**config.mk**
```make
export PLATFORM = sky130hd
export DESIGN_NAME = power_meter_frame_decoder_flat
export DESIGN_NICKNAME = d
export VERILOG_FILES = /design/src/hdl/pmfd_pkg.sv /design/src/hdl/pmfd_byte_if.sv /design/src/hdl/pmfd_result_if.sv /design/src/hdl/pmfd_front.sv /design/src/hdl/pmfd_queue.sv /design/src/hdl/pmfd_divider.sv /design/src/hdl/pmfd_back.sv /design/src/hdl/power_meter_frame_decoder.sv /design/src/flat_wrapper.sv
export SDC_FILE = /design/constraint.sdc
export NUM_CORES = 2
export LEC_CHECK = 0
export BUFFER_PORTS_ARGS = -buffer_cell sky130_fd_sc_hd__buf_2
export CAP_MARGIN = 20
export CORE_MARGIN = 2
export CORE_UTILIZATION = 63
export CTS_CLUSTER_DIAMETER = 30
export DETAILED_ROUTE_END_ITERATION = 8
export PLACE_DENSITY = 0.8
export RECOVER_POWER = 50
export SYNTH_ARGS = -nofsm -noshare
export SYNTH_HDL_FRONTEND = slang
export SYNTH_SLANG_ARGS = --single-unit
```
**constraint.sdc**
```tcl
create_clock -name i_clk -period 31.1 [get_ports i_clk]
set_clock_uncertainty 0.05 [all_clocks]
set_input_delay 6.22 -clock i_clk [delete_from_list [all_inputs] [get_ports i_clk]]
set_output_delay 6.22 -clock i_clk [all_outputs]
set_load 0.01 [all_outputs]
```
**src/hdl/pmfd_pkg.sv**
```systemverilog
// Package of the power meter frame decoder: frame constants, scale factors,
// register indexes, job and divider types, and the back-end state encoding.
// Depends on nothing; all modules but the queue refer to it by scoped names.
package pmfd_pkg;

    // Frame layout.
    localparam int FRAME_BYTES    = 24;
    localparam int WORD_BYTES_END = 20;
    localparam int WORD_W         = 24;
    localparam int NUM_WORDS      = 6;
    localparam int POS_W          = 5;
    localparam logic [7:0] SYNC_BYTE = 8'h5A;

    // Word slots inside a job, in frame order.
    localparam int W_VP = 0;
    localparam int W_V  = 1;
    localparam int W_CP = 2;
    localparam int W_C  = 3;
    localparam int W_PP = 4;
    localparam int W_P  = 5;

    // Output scale factors.
    localparam int VOLT_SCALE  = 100;
    localparam int CURR_SCALE  = 1000;
    localparam int POWER_SCALE = 100;

    // Configuration registers.
    typedef logic [0:0] t_cfg_idx;
    localparam t_cfg_idx CFG_VOLTAGE_GAIN = 1'd0;
    localparam t_cfg_idx CFG_CURRENT_GAIN = 1'd1;
    localparam logic [WORD_W-1:0] VOLTAGE_GAIN_RESET = 24'd123644;
    localparam logic [WORD_W-1:0] CURRENT_GAIN_RESET = 24'd65536;

    localparam int QUO_W      = 32;
    localparam int DIVIDEND_W = 48;

    typedef logic [WORD_W-1:0] t_word;
    typedef t_word [NUM_WORDS-1:0] t_job;

    typedef struct packed {
        logic                  start;
        logic [DIVIDEND_W-1:0] dividend;
        t_word                 divisor;
    } t_div_req;

    typedef struct packed {
        logic             done;
        logic [QUO_W-1:0] quotient;
    } t_div_rsp;

    typedef enum logic [1:0] {
        OP_VOLT,
        OP_CURR,
        OP_POWER
    } t_op;

    typedef enum logic [3:0] {
        ST_IDLE,
        ST_KV,
        ST_KC,
        ST_KP,
        ST_MX,
        ST_PL,
        ST_PH,
        ST_DS,
        ST_DW,
        ST_OUT
    } t_back_state;

    // Which 24-bit word a frame byte belongs to: (pos - 2) / 3 for pos 2..19.
    function automatic logic [2:0] word_index(input logic [POS_W-1:0] pos);
        logic [2:0] idx;
        idx = 3'd0;
        unique case (pos) inside
            [5'd2:5'd4]:   idx = 3'd0;
            [5'd5:5'd7]:   idx = 3'd1;
            [5'd8:5'd10]:  idx = 3'd2;
            [5'd11:5'd13]: idx = 3'd3;
            [5'd14:5'd16]: idx = 3'd4;
            [5'd17:5'd19]: idx = 3'd5;
            default:       idx = 3'd0;
        endcase
        return idx;
    endfunction

endpackage

```
**src/hdl/pmfd_byte_if.sv**
```systemverilog
// Byte channel of the power meter frame decoder: valid, ready and one byte.
// Depends on nothing.
interface pmfd_byte_if;
    logic       valid;
    logic       ready;
    logic [7:0] byte_in;

    modport source(output valid, output byte_in, input ready);
    modport sink(input valid, input byte_in, output ready);
endinterface

```
**src/hdl/pmfd_result_if.sv**
```systemverilog
// Result channel of the power meter frame decoder: valid, ready and the
// three scaled readings with their zero-divisor flags. Depends on nothing.
interface pmfd_result_if;
    logic        valid;
    logic        ready;
    logic [31:0] voltage_centi;
    logic [31:0] current_milli;
    logic [31:0] power_centi;
    logic [2:0]  zero_divisor_flags;

    modport source(output valid, output voltage_centi, output current_milli,
                   output power_centi, output zero_divisor_flags, input ready);
    modport sink(input valid, input voltage_centi, input current_milli,
                 input power_centi, input zero_divisor_flags, output ready);
endinterface

```
**src/hdl/pmfd_front.sv**
```systemverilog
// Front end of the power meter frame decoder: finds the sync byte, assembles
// the six meter words and pushes a finished frame into the job queue.
// Depends on pmfd_pkg and pmfd_byte_if.
module pmfd_front (
    input  logic              i_clk,
    input  logic              i_rst_n,
    pmfd_byte_if.sink         i_byte,
    input  logic              i_full,
    output logic              o_push,
    output pmfd_pkg::t_job    o_job
);

    logic                         r_active;
    logic [pmfd_pkg::POS_W-1:0]   r_pos;
    pmfd_pkg::t_job               r_words;
    pmfd_pkg::t_job               n_words;
    logic                         last;
    logic                         accept;
    logic                         in_words;
    logic [2:0]                   idx;

    assign idx      = pmfd_pkg::word_index(r_pos);
    assign in_words = r_active && (r_pos >= 5'd2) &&
                      (r_pos < pmfd_pkg::POS_W'(pmfd_pkg::WORD_BYTES_END));
    assign last     = r_active && (r_pos >= pmfd_pkg::POS_W'(pmfd_pkg::FRAME_BYTES - 1));

    // The final byte of a frame can only be taken when the queue has room.
    assign i_byte.ready = !(last && i_full);
    assign accept       = i_byte.valid && i_byte.ready;

    always_comb begin
        n_words = r_words;
        if (in_words) begin
            n_words[idx] = {r_words[idx][pmfd_pkg::WORD_W-9:0], i_byte.byte_in};
        end
    end

    assign o_push = accept && last;
    assign o_job  = n_words;

    always_ff @(posedge i_clk) begin
        if (!i_rst_n) begin
            r_active <= 1'b0;
            r_pos    <= '0;
        end else if (accept) begin
            if (!r_active) begin
                if (i_byte.byte_in == pmfd_pkg::SYNC_BYTE) begin
                    r_active <= 1'b1;
                    r_pos    <= 5'd2;
                end
            end else if (last) begin
                r_active <= 1'b0;
                r_pos    <= '0;
            end else begin
                r_pos <= r_pos + 1'b1;
            end
        end
    end

    always_ff @(posedge i_clk) begin
        if (accept) begin
            r_words <= n_words;
        end
    end

`ifndef SYNTHESIS
    a_active_pos : assert property (@(posedge i_clk) disable iff (!i_rst_n)
        r_active |-> (r_pos >= 5'd2))
        else $error("frame position below first word byte while active");
`endif

endmodule

```
**src/hdl/pmfd_queue.sv**
```systemverilog
// Short job queue between the front end and the arithmetic back end.
// Depends on nothing; width and depth come from parameters.
module pmfd_queue #(
    parameter int WIDTH = 144,
    parameter int DEPTH = 2
) (
    input  logic             i_clk,
    input  logic             i_rst_n,
    input  logic             i_push,
    input  logic [WIDTH-1:0] i_data,
    output logic             o_full,
    input  logic             i_pop,
    output logic             o_valid,
    output logic [WIDTH-1:0] o_data
);

    localparam int PTR_W = $clog2(DEPTH);
    localparam int CNT_W = $clog2(DEPTH + 1);

    logic [WIDTH-1:0] r_mem [DEPTH];
    logic [PTR_W-1:0] r_wr;
    logic [PTR_W-1:0] r_rd;
    logic [CNT_W-1:0] r_cnt;

    assign o_full  = (r_cnt == CNT_W'(DEPTH));
    assign o_valid = (r_cnt != '0);
    assign o_data  = r_mem[r_rd];

    always_ff @(posedge i_clk) begin
        if (!i_rst_n) begin
            r_wr  <= '0;
            r_rd  <= '0;
            r_cnt <= '0;
        end else begin
            if (i_push) begin
                r_wr <= (r_wr == PTR_W'(DEPTH - 1)) ? '0 : r_wr + 1'b1;
            end
            if (i_pop) begin
                r_rd <= (r_rd == PTR_W'(DEPTH - 1)) ? '0 : r_rd + 1'b1;
            end
            if (i_push && !i_pop) begin
                r_cnt <= r_cnt + 1'b1;
            end else if (i_pop && !i_push) begin
                r_cnt <= r_cnt - 1'b1;
            end
        end
    end

    always_ff @(posedge i_clk) begin
        if (i_push) begin
            r_mem[r_wr] <= i_data;
        end
    end

`ifndef SYNTHESIS
    a_no_overflow : assert property (@(posedge i_clk) disable iff (!i_rst_n)
        i_push |-> !o_full)
        else $error("job queue written while full");
    a_no_underflow : assert property (@(posedge i_clk) disable iff (!i_rst_n)
        i_pop |-> o_valid)
        else $error("job queue read while empty");
`endif

endmodule

```
**src/hdl/pmfd_divider.sv**
```systemverilog
// Iterative unsigned divider of the power meter frame decoder: a 48-bit
// dividend over a 24-bit divisor, one quotient bit per cycle, saturating at
// 2^32-1. Depends on pmfd_pkg.
module pmfd_divider (
    input  logic                i_clk,
    input  logic                i_rst_n,
    input  pmfd_pkg::t_div_req  i_req,
    output pmfd_pkg::t_div_rsp  o_rsp
);

    logic                              r_busy;
    logic                              r_done;
    logic [4:0]                        r_cnt;
    pmfd_pkg::t_word                   r_rem;
    pmfd_pkg::t_word                   r_div;
    logic [pmfd_pkg::QUO_W-1:0]        r_q;
    logic [pmfd_pkg::WORD_W:0]         trial;
    logic [pmfd_pkg::WORD_W:0]         diff;
    logic                              ge;
    logic [15:0]                       high;

    assign high  = i_req.dividend[pmfd_pkg::DIVIDEND_W-1:pmfd_pkg::QUO_W];
    assign trial = {r_rem, r_q[pmfd_pkg::QUO_W-1]};
    assign diff  = trial - {1'b0, r_div};
    assign ge    = (trial >= {1'b0, r_div});

    assign o_rsp.done     = r_done;
    assign o_rsp.quotient = r_q;

    always_ff @(posedge i_clk) begin
        if (!i_rst_n) begin
            r_busy <= 1'b0;
            r_done <= 1'b0;
            r_cnt  <= '0;
        end else begin
            r_done <= 1'b0;
            if (i_req.start) begin
                // A zero divisor or a quotient that cannot fit finishes at once.
                if (i_req.divisor == '0 || {8'd0, high} >= i_req.divisor) begin
                    r_done <= 1'b1;
                end else begin
                    r_busy <= 1'b1;
                    r_cnt  <= 5'd31;
                end
            end else if (r_busy) begin
                r_cnt <= r_cnt - 1'b1;
                if (r_cnt == '0) begin
                    r_busy <= 1'b0;
                    r_done <= 1'b1;
                end
            end
        end
    end

    always_ff @(posedge i_clk) begin
        if (i_req.start) begin
            r_div <= i_req.divisor;
            r_rem <= {8'd0, high};
            if (i_req.divisor == '0) begin
                r_q <= '0;
            end else if ({8'd0, high} >= i_req.divisor) begin
                r_q <= '1;
            end else begin
                r_q <= i_req.dividend[pmfd_pkg::QUO_W-1:0];
            end
        end else if (r_busy) begin
            r_rem <= ge ? diff[pmfd_pkg::WORD_W-1:0] : trial[pmfd_pkg::WORD_W-1:0];
            r_q   <= {r_q[pmfd_pkg::QUO_W-2:0], ge};
        end
    end

`ifndef SYNTHESIS
    a_start_idle : assert property (@(posedge i_clk) disable iff (!i_rst_n)
        i_req.start |-> (!r_busy && !r_done))
        else $error("divider started while a division is in flight");
`endif

endmodule

```
**src/hdl/pmfd_back.sv**
```systemverilog
// Arithmetic back end of the power meter frame decoder: scales the words of
// one frame with a shared multiplier and the shared divider, and holds the
// result in an output register. Depends on pmfd_pkg and pmfd_result_if.
module pmfd_back (
    input  logic                  i_clk,
    input  logic                  i_rst_n,
    input  logic                  i_job_valid,
    input  pmfd_pkg::t_job        i_job,
    output logic                  o_pop,
    input  pmfd_pkg::t_word       i_voltage_gain,
    input  pmfd_pkg::t_word       i_current_gain,
    output pmfd_pkg::t_div_req    o_div_req,
    input  pmfd_pkg::t_div_rsp    i_div_rsp,
    pmfd_result_if.source         o_result
);

    pmfd_pkg::t_back_state  r_state;
    pmfd_pkg::t_back_state  n_state;
    pmfd_pkg::t_op          r_op;
    pmfd_pkg::t_job         r_words;
    logic [63:0]            r_prod;
    logic [30:0]            r_kv;
    logic [33:0]            r_kc;
    logic [30:0]            r_kp;
    logic [15:0]            r_ah;
    logic [31:0]            r_lo;
    logic [31:0]            r_vo;
    logic [31:0]            r_co;
    logic                   r_out_valid;
    logic [31:0]            r_out_v;
    logic [31:0]            r_out_c;
    logic [31:0]            r_out_p;
    logic [2:0]             r_out_flags;

    logic [31:0]            mul_a;
    logic [33:0]            mul_b;
    logic [65:0]            prod_w;
    logic                   mul_en;
    logic                   load_out;
    pmfd_pkg::t_word        divisor_sel;

    assign prod_w = mul_a * mul_b;

    // Next state.
    always_comb begin
        n_state = r_state;
        unique case (r_state)
            pmfd_pkg::ST_IDLE: if (i_job_valid) n_state = pmfd_pkg::ST_KV;
            pmfd_pkg::ST_KV:   n_state = pmfd_pkg::ST_KC;
            pmfd_pkg::ST_KC:   n_state = pmfd_pkg::ST_KP;
            pmfd_pkg::ST_KP:   n_state = pmfd_pkg::ST_MX;
            pmfd_pkg::ST_MX: begin
                n_state = (r_op == pmfd_pkg::OP_POWER) ? pmfd_pkg::ST_PL : pmfd_pkg::ST_DS;
            end
            pmfd_pkg::ST_PL:   n_state = pmfd_pkg::ST_PH;
            pmfd_pkg::ST_PH:   n_state = pmfd_pkg::ST_DS;
            pmfd_pkg::ST_DS:   n_state = pmfd_pkg::ST_DW;
            pmfd_pkg::ST_DW: begin
                if (i_div_rsp.done) begin
                    n_state = (r_op == pmfd_pkg::OP_POWER) ? pmfd_pkg::ST_OUT
                                                          : pmfd_pkg::ST_MX;
                end
            end
            pmfd_pkg::ST_OUT:  if (!r_out_valid || o_result.ready) n_state = pmfd_pkg::ST_IDLE;
            default:           n_state = pmfd_pkg::ST_IDLE;
        endcase
    end

    always_comb begin
        unique case (r_op)
            pmfd_pkg::OP_VOLT:  divisor_sel = r_words[pmfd_pkg::W_V];
            pmfd_pkg::OP_CURR:  divisor_sel = r_words[pmfd_pkg::W_C];
            pmfd_pkg::OP_POWER: divisor_sel = r_words[pmfd_pkg::W_P];
            default:            divisor_sel = r_words[pmfd_pkg::W_P];
        endcase
    end

    // Outputs of the sequencer: multiplier operands, queue pop, divider start.
    always_comb begin
        mul_a              = '0;
        mul_b              = '0;
        mul_en             = 1'b0;
        o_pop              = 1'b0;
        load_out           = 1'b0;
        o_div_req.start    = 1'b0;
        o_div_req.dividend = r_prod[63:16];
        o_div_req.divisor  = divisor_sel;
        unique case (r_state)
            pmfd_pkg::ST_IDLE: o_pop = i_job_valid;
            pmfd_pkg::ST_KV: begin
                mul_en = 1'b1;
                mul_a  = {8'd0, i_voltage_gain};
                mul_b  = 34'(pmfd_pkg::VOLT_SCALE);
            end
            pmfd_pkg::ST_KC: begin
                mul_en = 1'b1;
                mul_a  = {8'd0, i_current_gain};
                mul_b  = 34'(pmfd_pkg::CURR_SCALE);
            end
            pmfd_pkg::ST_KP: begin
                mul_en = 1'b1;
                mul_a  = {8'd0, i_current_gain};
                mul_b  = 34'(pmfd_pkg::POWER_SCALE);
            end
            pmfd_pkg::ST_MX: begin
                mul_en = 1'b1;
                unique case (r_op)
                    pmfd_pkg::OP_VOLT: begin
                        mul_a = {8'd0, r_words[pmfd_pkg::W_VP]};
                        mul_b = {3'd0, r_kv};
                    end
                    pmfd_pkg::OP_CURR: begin
                        mul_a = {8'd0, r_words[pmfd_pkg::W_CP]};
                        mul_b = r_kc;
                    end
                    default: begin
                        mul_a = {8'd0, r_words[pmfd_pkg::W_PP]};
                        mul_b = {10'd0, i_voltage_gain};
                    end
                endcase
            end
            pmfd_pkg::ST_PL: begin
                mul_en = 1'b1;
                mul_a  = r_prod[31:0];
                mul_b  = {3'd0, r_kp};
            end
            pmfd_pkg::ST_PH: begin
                mul_en = 1'b1;
                mul_a  = {16'd0, r_ah};
                mul_b  = {3'd0, r_kp};
            end
            pmfd_pkg::ST_DS: begin
                o_div_req.start = 1'b1;
                if (r_op == pmfd_pkg::OP_POWER) begin
                    o_div_req.dividend = r_prod[47:0] + {16'd0, r_lo};
                end
            end
            pmfd_pkg::ST_DW:  ;
            pmfd_pkg::ST_OUT: load_out = !r_out_valid || o_result.ready;
            default:          ;
        endcase
    end

    always_ff @(posedge i_clk) begin
        if (!i_rst_n) begin
            r_state     <= pmfd_pkg::ST_IDLE;
            r_op        <= pmfd_pkg::OP_VOLT;
            r_out_valid <= 1'b0;
        end else begin
            r_state <= n_state;
            if (o_pop) begin
                r_op <= pmfd_pkg::OP_VOLT;
            end else if (r_state == pmfd_pkg::ST_DW && i_div_rsp.done) begin
                unique case (r_op)
                    pmfd_pkg::OP_VOLT: r_op <= pmfd_pkg::OP_CURR;
                    pmfd_pkg::OP_CURR: r_op <= pmfd_pkg::OP_POWER;
                    default:           r_op <= pmfd_pkg::OP_POWER;
                endcase
            end
            if (load_out) begin
                r_out_valid <= 1'b1;
            end else if (o_result.ready) begin
                r_out_valid <= 1'b0;
            end
        end
    end

    always_ff @(posedge i_clk) begin
        if (o_pop) begin
            r_words <= i_job;
        end
        if (mul_en) begin
            r_prod <= prod_w[63:0];
        end
        if (r_state == pmfd_pkg::ST_KC) begin
            r_kv <= r_prod[30:0];
        end
        if (r_state == pmfd_pkg::ST_KP) begin
            r_kc <= r_prod[33:0];
        end
        if (r_state == pmfd_pkg::ST_MX && r_op == pmfd_pkg::OP_VOLT) begin
            r_kp <= r_prod[30:0];
        end
        if (r_state == pmfd_pkg::ST_PL) begin
            r_ah <= r_prod[47:32];
        end
        if (r_state == pmfd_pkg::ST_PH) begin
            r_lo <= r_prod[63:32];
        end
        if (r_state == pmfd_pkg::ST_DW && i_div_rsp.done) begin
            if (r_op == pmfd_pkg::OP_VOLT) begin
                r_vo <= i_div_rsp.quotient;
            end
            if (r_op == pmfd_pkg::OP_CURR) begin
                r_co <= i_div_rsp.quotient;
            end
        end
        if (load_out) begin
            r_out_v     <= r_vo;
            r_out_c     <= r_co;
            // The power quotient finished in the cycle before this state.
            r_out_p     <= i_div_rsp.quotient;
            r_out_flags <= {r_words[pmfd_pkg::W_P] == '0,
                            r_words[pmfd_pkg::W_C] == '0,
                            r_words[pmfd_pkg::W_V] == '0};
        end
    end

    assign o_result.valid              = r_out_valid;
    assign o_result.voltage_centi      = r_out_v;
    assign o_result.current_milli      = r_out_c;
    assign o_result.power_centi        = r_out_p;
    assign o_result.zero_divisor_flags = r_out_flags;

`ifndef SYNTHESIS
    a_done_in_wait : assert property (@(posedge i_clk) disable iff (!i_rst_n)
        i_div_rsp.done |-> (r_state == pmfd_pkg::ST_DW))
        else $error("division finished outside of the wait state");
`endif

endmodule

```
**src/hdl/power_meter_frame_decoder.sv**
```systemverilog
// Top level of the power meter frame decoder: configuration registers, front
// end, job queue, arithmetic back end and divider.
// Depends on pmfd_pkg, pmfd_byte_if, pmfd_result_if and all pmfd_ modules.
//
// Usage:
//   Bytes from the metering chip's serial link enter on i_byte, one per
//   valid/ready transaction. A 0x5A byte opens a 24-byte frame whose first
//   byte is the one received before the sync byte; frame bytes 2 to 19 hold
//   six big-endian 24-bit words. For each frame one result
//   transaction leaves on o_result: voltage x100, current x1000, power x100,
//   each floored and saturated to 32 bits, plus a flag per zero divisor.
//   The gains are written through i_cfg_we/i_cfg_idx/i_cfg_data while idle.
// Timing:
//   Bytes are taken one per cycle; i_byte.ready drops only on the last byte
//   of a frame while the job queue is full. After the last byte is taken, a
//   result is formed from three gain products and then three divisions on the
//   shared divider, each done at once when it saturates or the divisor is
//   zero and bit by bit otherwise. The divider sets the rate; the queue lets
//   the bytes of later frames in while the back end still works on a frame.
// Reset and stall:
//   Reset empties the queue, drops any partial frame and loads the gain
//   reset values. A stalled receiver holds the result in the output
//   register; the back end finishes the next frame behind it and waits,
//   and the queue then fills before the byte input stalls.
module power_meter_frame_decoder #(
    parameter int QUEUE_DEPTH = 2
) (
    input  logic                   i_clk,
    input  logic                   i_rst_n,
    pmfd_byte_if.sink              i_byte,
    pmfd_result_if.source          o_result,
    input  logic                   i_cfg_we,
    input  pmfd_pkg::t_cfg_idx     i_cfg_idx,
    input  pmfd_pkg::t_word        i_cfg_data
);

    pmfd_pkg::t_word     r_voltage_gain;
    pmfd_pkg::t_word     r_current_gain;

    logic                push;
    logic                pop;
    logic                full;
    logic                job_valid;
    pmfd_pkg::t_job      push_job;
    pmfd_pkg::t_job      pop_job;
    pmfd_pkg::t_div_req  div_req;
    pmfd_pkg::t_div_rsp  div_rsp;

    // Read live by the datapath: the user writes gains only idle; not enforced.
    always_ff @(posedge i_clk) begin
        if (!i_rst_n) begin
            r_voltage_gain <= pmfd_pkg::VOLTAGE_GAIN_RESET;
            r_current_gain <= pmfd_pkg::CURRENT_GAIN_RESET;
        end else if (i_cfg_we) begin
            unique case (i_cfg_idx)
                pmfd_pkg::CFG_VOLTAGE_GAIN: r_voltage_gain <= i_cfg_data;
                pmfd_pkg::CFG_CURRENT_GAIN: r_current_gain <= i_cfg_data;
                default: ;
            endcase
        end
    end

    pmfd_front u_front (
        .i_clk   (i_clk),
        .i_rst_n (i_rst_n),
        .i_byte  (i_byte),
        .i_full  (full),
        .o_push  (push),
        .o_job   (push_job)
    );

    // Holds complete frames so the front end keeps taking bytes while the
    // back end is still dividing.
    pmfd_queue #(
        .WIDTH ($bits(pmfd_pkg::t_job)),
        .DEPTH (QUEUE_DEPTH)
    ) u_queue (
        .i_clk   (i_clk),
        .i_rst_n (i_rst_n),
        .i_push  (push),
        .i_data  (push_job),
        .o_full  (full),
        .i_pop   (pop),
        .o_valid (job_valid),
        .o_data  (pop_job)
    );

    pmfd_back u_back (
        .i_clk          (i_clk),
        .i_rst_n        (i_rst_n),
        .i_job_valid    (job_valid),
        .i_job          (pop_job),
        .o_pop          (pop),
        .i_voltage_gain (r_voltage_gain),
        .i_current_gain (r_current_gain),
        .o_div_req      (div_req),
        .i_div_rsp      (div_rsp),
        .o_result       (o_result)
    );

    pmfd_divider u_divider (
        .i_clk   (i_clk),
        .i_rst_n (i_rst_n),
        .i_req   (div_req),
        .o_rsp   (div_rsp)
    );

endmodule
```
**src/flat_wrapper.sv**
```systemverilog
// flat-port wrapper written by rule: the top's interface ports become plain ports
module power_meter_frame_decoder_flat 
#(
    parameter int QUEUE_DEPTH = 2
)
  (i_clk, i_rst_n, i_cfg_we, i_cfg_idx, i_cfg_data, i_byte_valid, i_byte_byte_in, i_byte_ready, o_result_valid, o_result_voltage_centi, o_result_current_milli, o_result_power_centi, o_result_zero_divisor_flags, o_result_ready);
  pmfd_byte_if i_byte_i ();
  pmfd_result_if o_result_i ();
  input  logic i_clk;
  input  logic i_rst_n;
  input  logic i_cfg_we;
  input  pmfd_pkg::t_cfg_idx i_cfg_idx;
  input  pmfd_pkg::t_word i_cfg_data;
  input wire logic [$bits(i_byte_i.valid)-1:0] i_byte_valid;
  input wire logic [$bits(i_byte_i.byte_in)-1:0] i_byte_byte_in;
  output wire logic [$bits(i_byte_i.ready)-1:0] i_byte_ready;
  output wire logic [$bits(o_result_i.valid)-1:0] o_result_valid;
  output wire logic [$bits(o_result_i.voltage_centi)-1:0] o_result_voltage_centi;
  output wire logic [$bits(o_result_i.current_milli)-1:0] o_result_current_milli;
  output wire logic [$bits(o_result_i.power_centi)-1:0] o_result_power_centi;
  output wire logic [$bits(o_result_i.zero_divisor_flags)-1:0] o_result_zero_divisor_flags;
  input wire logic [$bits(o_result_i.ready)-1:0] o_result_ready;
  assign i_byte_i.valid = i_byte_valid;
  assign i_byte_i.byte_in = i_byte_byte_in;
  assign i_byte_ready = i_byte_i.ready;
  assign o_result_valid = o_result_i.valid;
  assign o_result_voltage_centi = o_result_i.voltage_centi;
  assign o_result_current_milli = o_result_i.current_milli;
  assign o_result_power_centi = o_result_i.power_centi;
  assign o_result_zero_divisor_flags = o_result_i.zero_divisor_flags;
  assign o_result_i.ready = o_result_ready;
  power_meter_frame_decoder #(.QUEUE_DEPTH(QUEUE_DEPTH)) u_core (.i_clk(i_clk), .i_rst_n(i_rst_n), .i_byte(i_byte_i), .o_result(o_result_i), .i_cfg_we(i_cfg_we), .i_cfg_idx(i_cfg_idx), .i_cfg_data(i_cfg_data));
endmodule
```
==> reports/metrics.yaml <==
p_comb_frac: 0.236
cpMaxStageDelayCell: "clkbuf_1"
yosys.area_share.simple: 0.114
p_leak_nw: 34.8
cts_buffer_depth: 3
gr-total-overflow: 0
final_common_cell: "inv_1"
outcome: "finished, violations left"
via_per_inst: 6.37
startpoint_type: "register"
critPathMostFrequentCell: "fa_1"
cts.sinks: 1099
synth_top_family_by_area: "adder cells"
power_per_cell_area_nw_per_um2: 56.6
setup_slack_ns: 16.81
synth_edf_count: 1019
cp.arrival_ns: 14.75
finalCriticalPeriod_ns: 14.29
synth-seq-area-share: 0.404
max_stage_delay_ns: 2.37
drc: 0
dieArea_um2: 130000
netlist_area_um2: 79800
antenna_found_initial: 15
worst-path-max-fanout: 41
std_cell_rows: 130
synth-xor-area-share: 0.0135
gp_congestion: 1.01
swShare: 0.348
clk_latency_ns: 0.82
avgSynthCellArea_um2: 11.0
final-hold-violation-count: 0
postCtsHoldBufs: 0
cp_num_buf_inv: 7
track_usage: 0.396
timing.final.crit_share: 0.459
grt_pass1_vias: 59902
ir_drop_v: 0.0000816
core-area_um2: 126000
critPathTopFamily: "adder cells"
rsz0062_at_grt: "no"
area_delta_synth_final_pct: 10.5
cts_setup_buffers: 0
end_kind: "register"
switchingPower_mw: 1.74
fin_tns_setup_ns: 0
cts_tree: "built"
dieWidth_um: 360
wl_per_cell_um: 27.7
clk_pin_slew_ns: 0.06
async_reset_ff_frac: 0
htreeDepth: 4
synthAdderAreaFrac: 0.292
seqPwrFrac: 0.380
firstDrtPassIters: 6
slew_headroom: -1.99
synth_cell_types: 94
synthCells: 7253
grt_max_degree: 145
ant_nets: 0
cts_root_buf: "clkbuf_16"
numCtsBuffers: 166
synth_compound_area_frac: 0.0697
hold_class: "reg -> reg"
dp.final_hpwl_um: 179000
yosysWarnings: 0
io_buffers: 138
final_util: 0.702
critical_path_class: "reg -> reg"
max_slew.worst_pin.slew_ns: 4.49
die_h_um: 360
violations: "capacitance limit, slew limit"
drive_gt1_frac: 0.107
wirelength_um: 254000
cts-resized-gates: 0
yosys_most_used_dff: "edfxtp_1"
start_util: 0.635
drv_cap: 22
ios: 139
vias: 58456
cp.required_ns: 31.56
setup_viol: 0
place_ws_ns: 20.50
fmax_ghz: 0.0700
ys_ff_latch: 1099
nets: 8687
fillCellCount: 8803
cell_internal_pwr_mw: 3.25
clockPowerShare: 0.385
final_cell_mix: "inv_1, nand2_1, edfxtp_1, fa_1, nor2_1"
drt_iter0_markers: 7824
synthMuxAreaShare: 0.0383
finalMaxSlewViolations: 1111
grt_pass1_wl_um: 376000
==> synthesized netlist by cell type (60+ instances only) <==
library cell	instances	area [um^2]
fa_1	957	19200
nor2_1	738	2770
mux2_2	199	2240
ha_1	328	4100
xnor2_1	82	718
mux2i_1	78	781
edfxtp_1	1019	30600
nand2_1	1039	3900
o21ai_0	206	1030
clkbuf_1	282	1060
and2_1	60	375
dfxtp_1	80	1600
a21o_1	73	548
inv_1	1070	4020
a21oi_1	230	1150
==> per-stage QoR <==
step	power, mW	hold WS, ns	cells	area [um^2]
floorplan	2.51	0.350	7272	79900
global placement	3.00	0.350	8836	82500
detailed placement	3.02	0.355	8840	82500
CTS	4.92	0.353	9153	88400
global route	5.10	0.363	9160	88200
finish	4.99	0.351	9171	88200
==> final timing paths <==
check / slack, ns / cells after the start / to / from
setup reg to reg: 16.81 / 30 / u_core.u_back.r_prod[63]$_DFFE_PP_ / u_core.u_back.r_op[0]$_SDFFE_PP0P_
hold reg to reg: 0.35 / 0 / u_core.u_back.o_result.voltage_centi[25]$_DFFE_PP_ / u_core.u_back.r_vo[25]$_DFFE_PP_
setup / recovery: 16.81 / 30 / u_core.u_back.r_prod[63]$_DFFE_PP_ / u_core.u_back.r_op[0]$_SDFFE_PP0P_
hold / removal: 0.35 / 0 / u_core.u_back.o_result.voltage_centi[25]$_DFFE_PP_ / u_core.u_back.r_vo[25]$_DFFE_PP_
==> per-layer routing <==
layer	track usage	vias to the layer above	wire length [um]
met5	0.00888	-	213
li1	-	23957	-
met2	0.586	4368	112000
met4	0.239	12	18100
met1	0.507	29032	88500
met3	0.135	1087	35800
==> flip-flops by register name, indices dropped and copies added (netlist names), 34 cells and up <==
name and cells:
u_core.u_queue.r_mem 288, u_core.u_front.r_words 144, u_core.u_back.r_prod 64, u_core.u_back.r_kc 34, u_core.u_back.r_words 144
==> power by group through the flow <==
stage,Combinational [mW],Sequential (mW),Clock (mW)
4_1_cts,1.13,1.87,1.93
5_1_grt,1.22,1.89,1.99
3_3_place_gp,1.10,1.90,0
2_1_floorplan,0.687,1.82,0
6_report,1.18,1.89,1.92
3_5_place_dp,1.12,1.90,0
==> cell type report <==
type / count / area, um^2 / area share
multi-input cells: 4727 / 42200 / 0.479
flip-flops and latches: 1099 / 32200 / 0.365
clock buffers: 185 / 4270 / 0.0484
inverters: 1070 / 4020 / 0.0456
well taps: 1650 / 2060 / 0.0234
repair buffers: 300 / 1810 / 0.0206
clock inverters: 128 / 1590 / 0.0180
diodes: 12 / 30.0 / 0.000340
==> cells by family after synthesis <==
kind of cell             after synthesis
adder cells (fa/ha/maj)             1285
buffers and inverters               1446
AND/OR/NAND/NOR                     2160
AO/OA/AOI/OAI                        858
flip-flops                          1099
multiplexers                         280
other                                  2
XOR/XNOR                             123
Power figures use the tool's default switching activity.
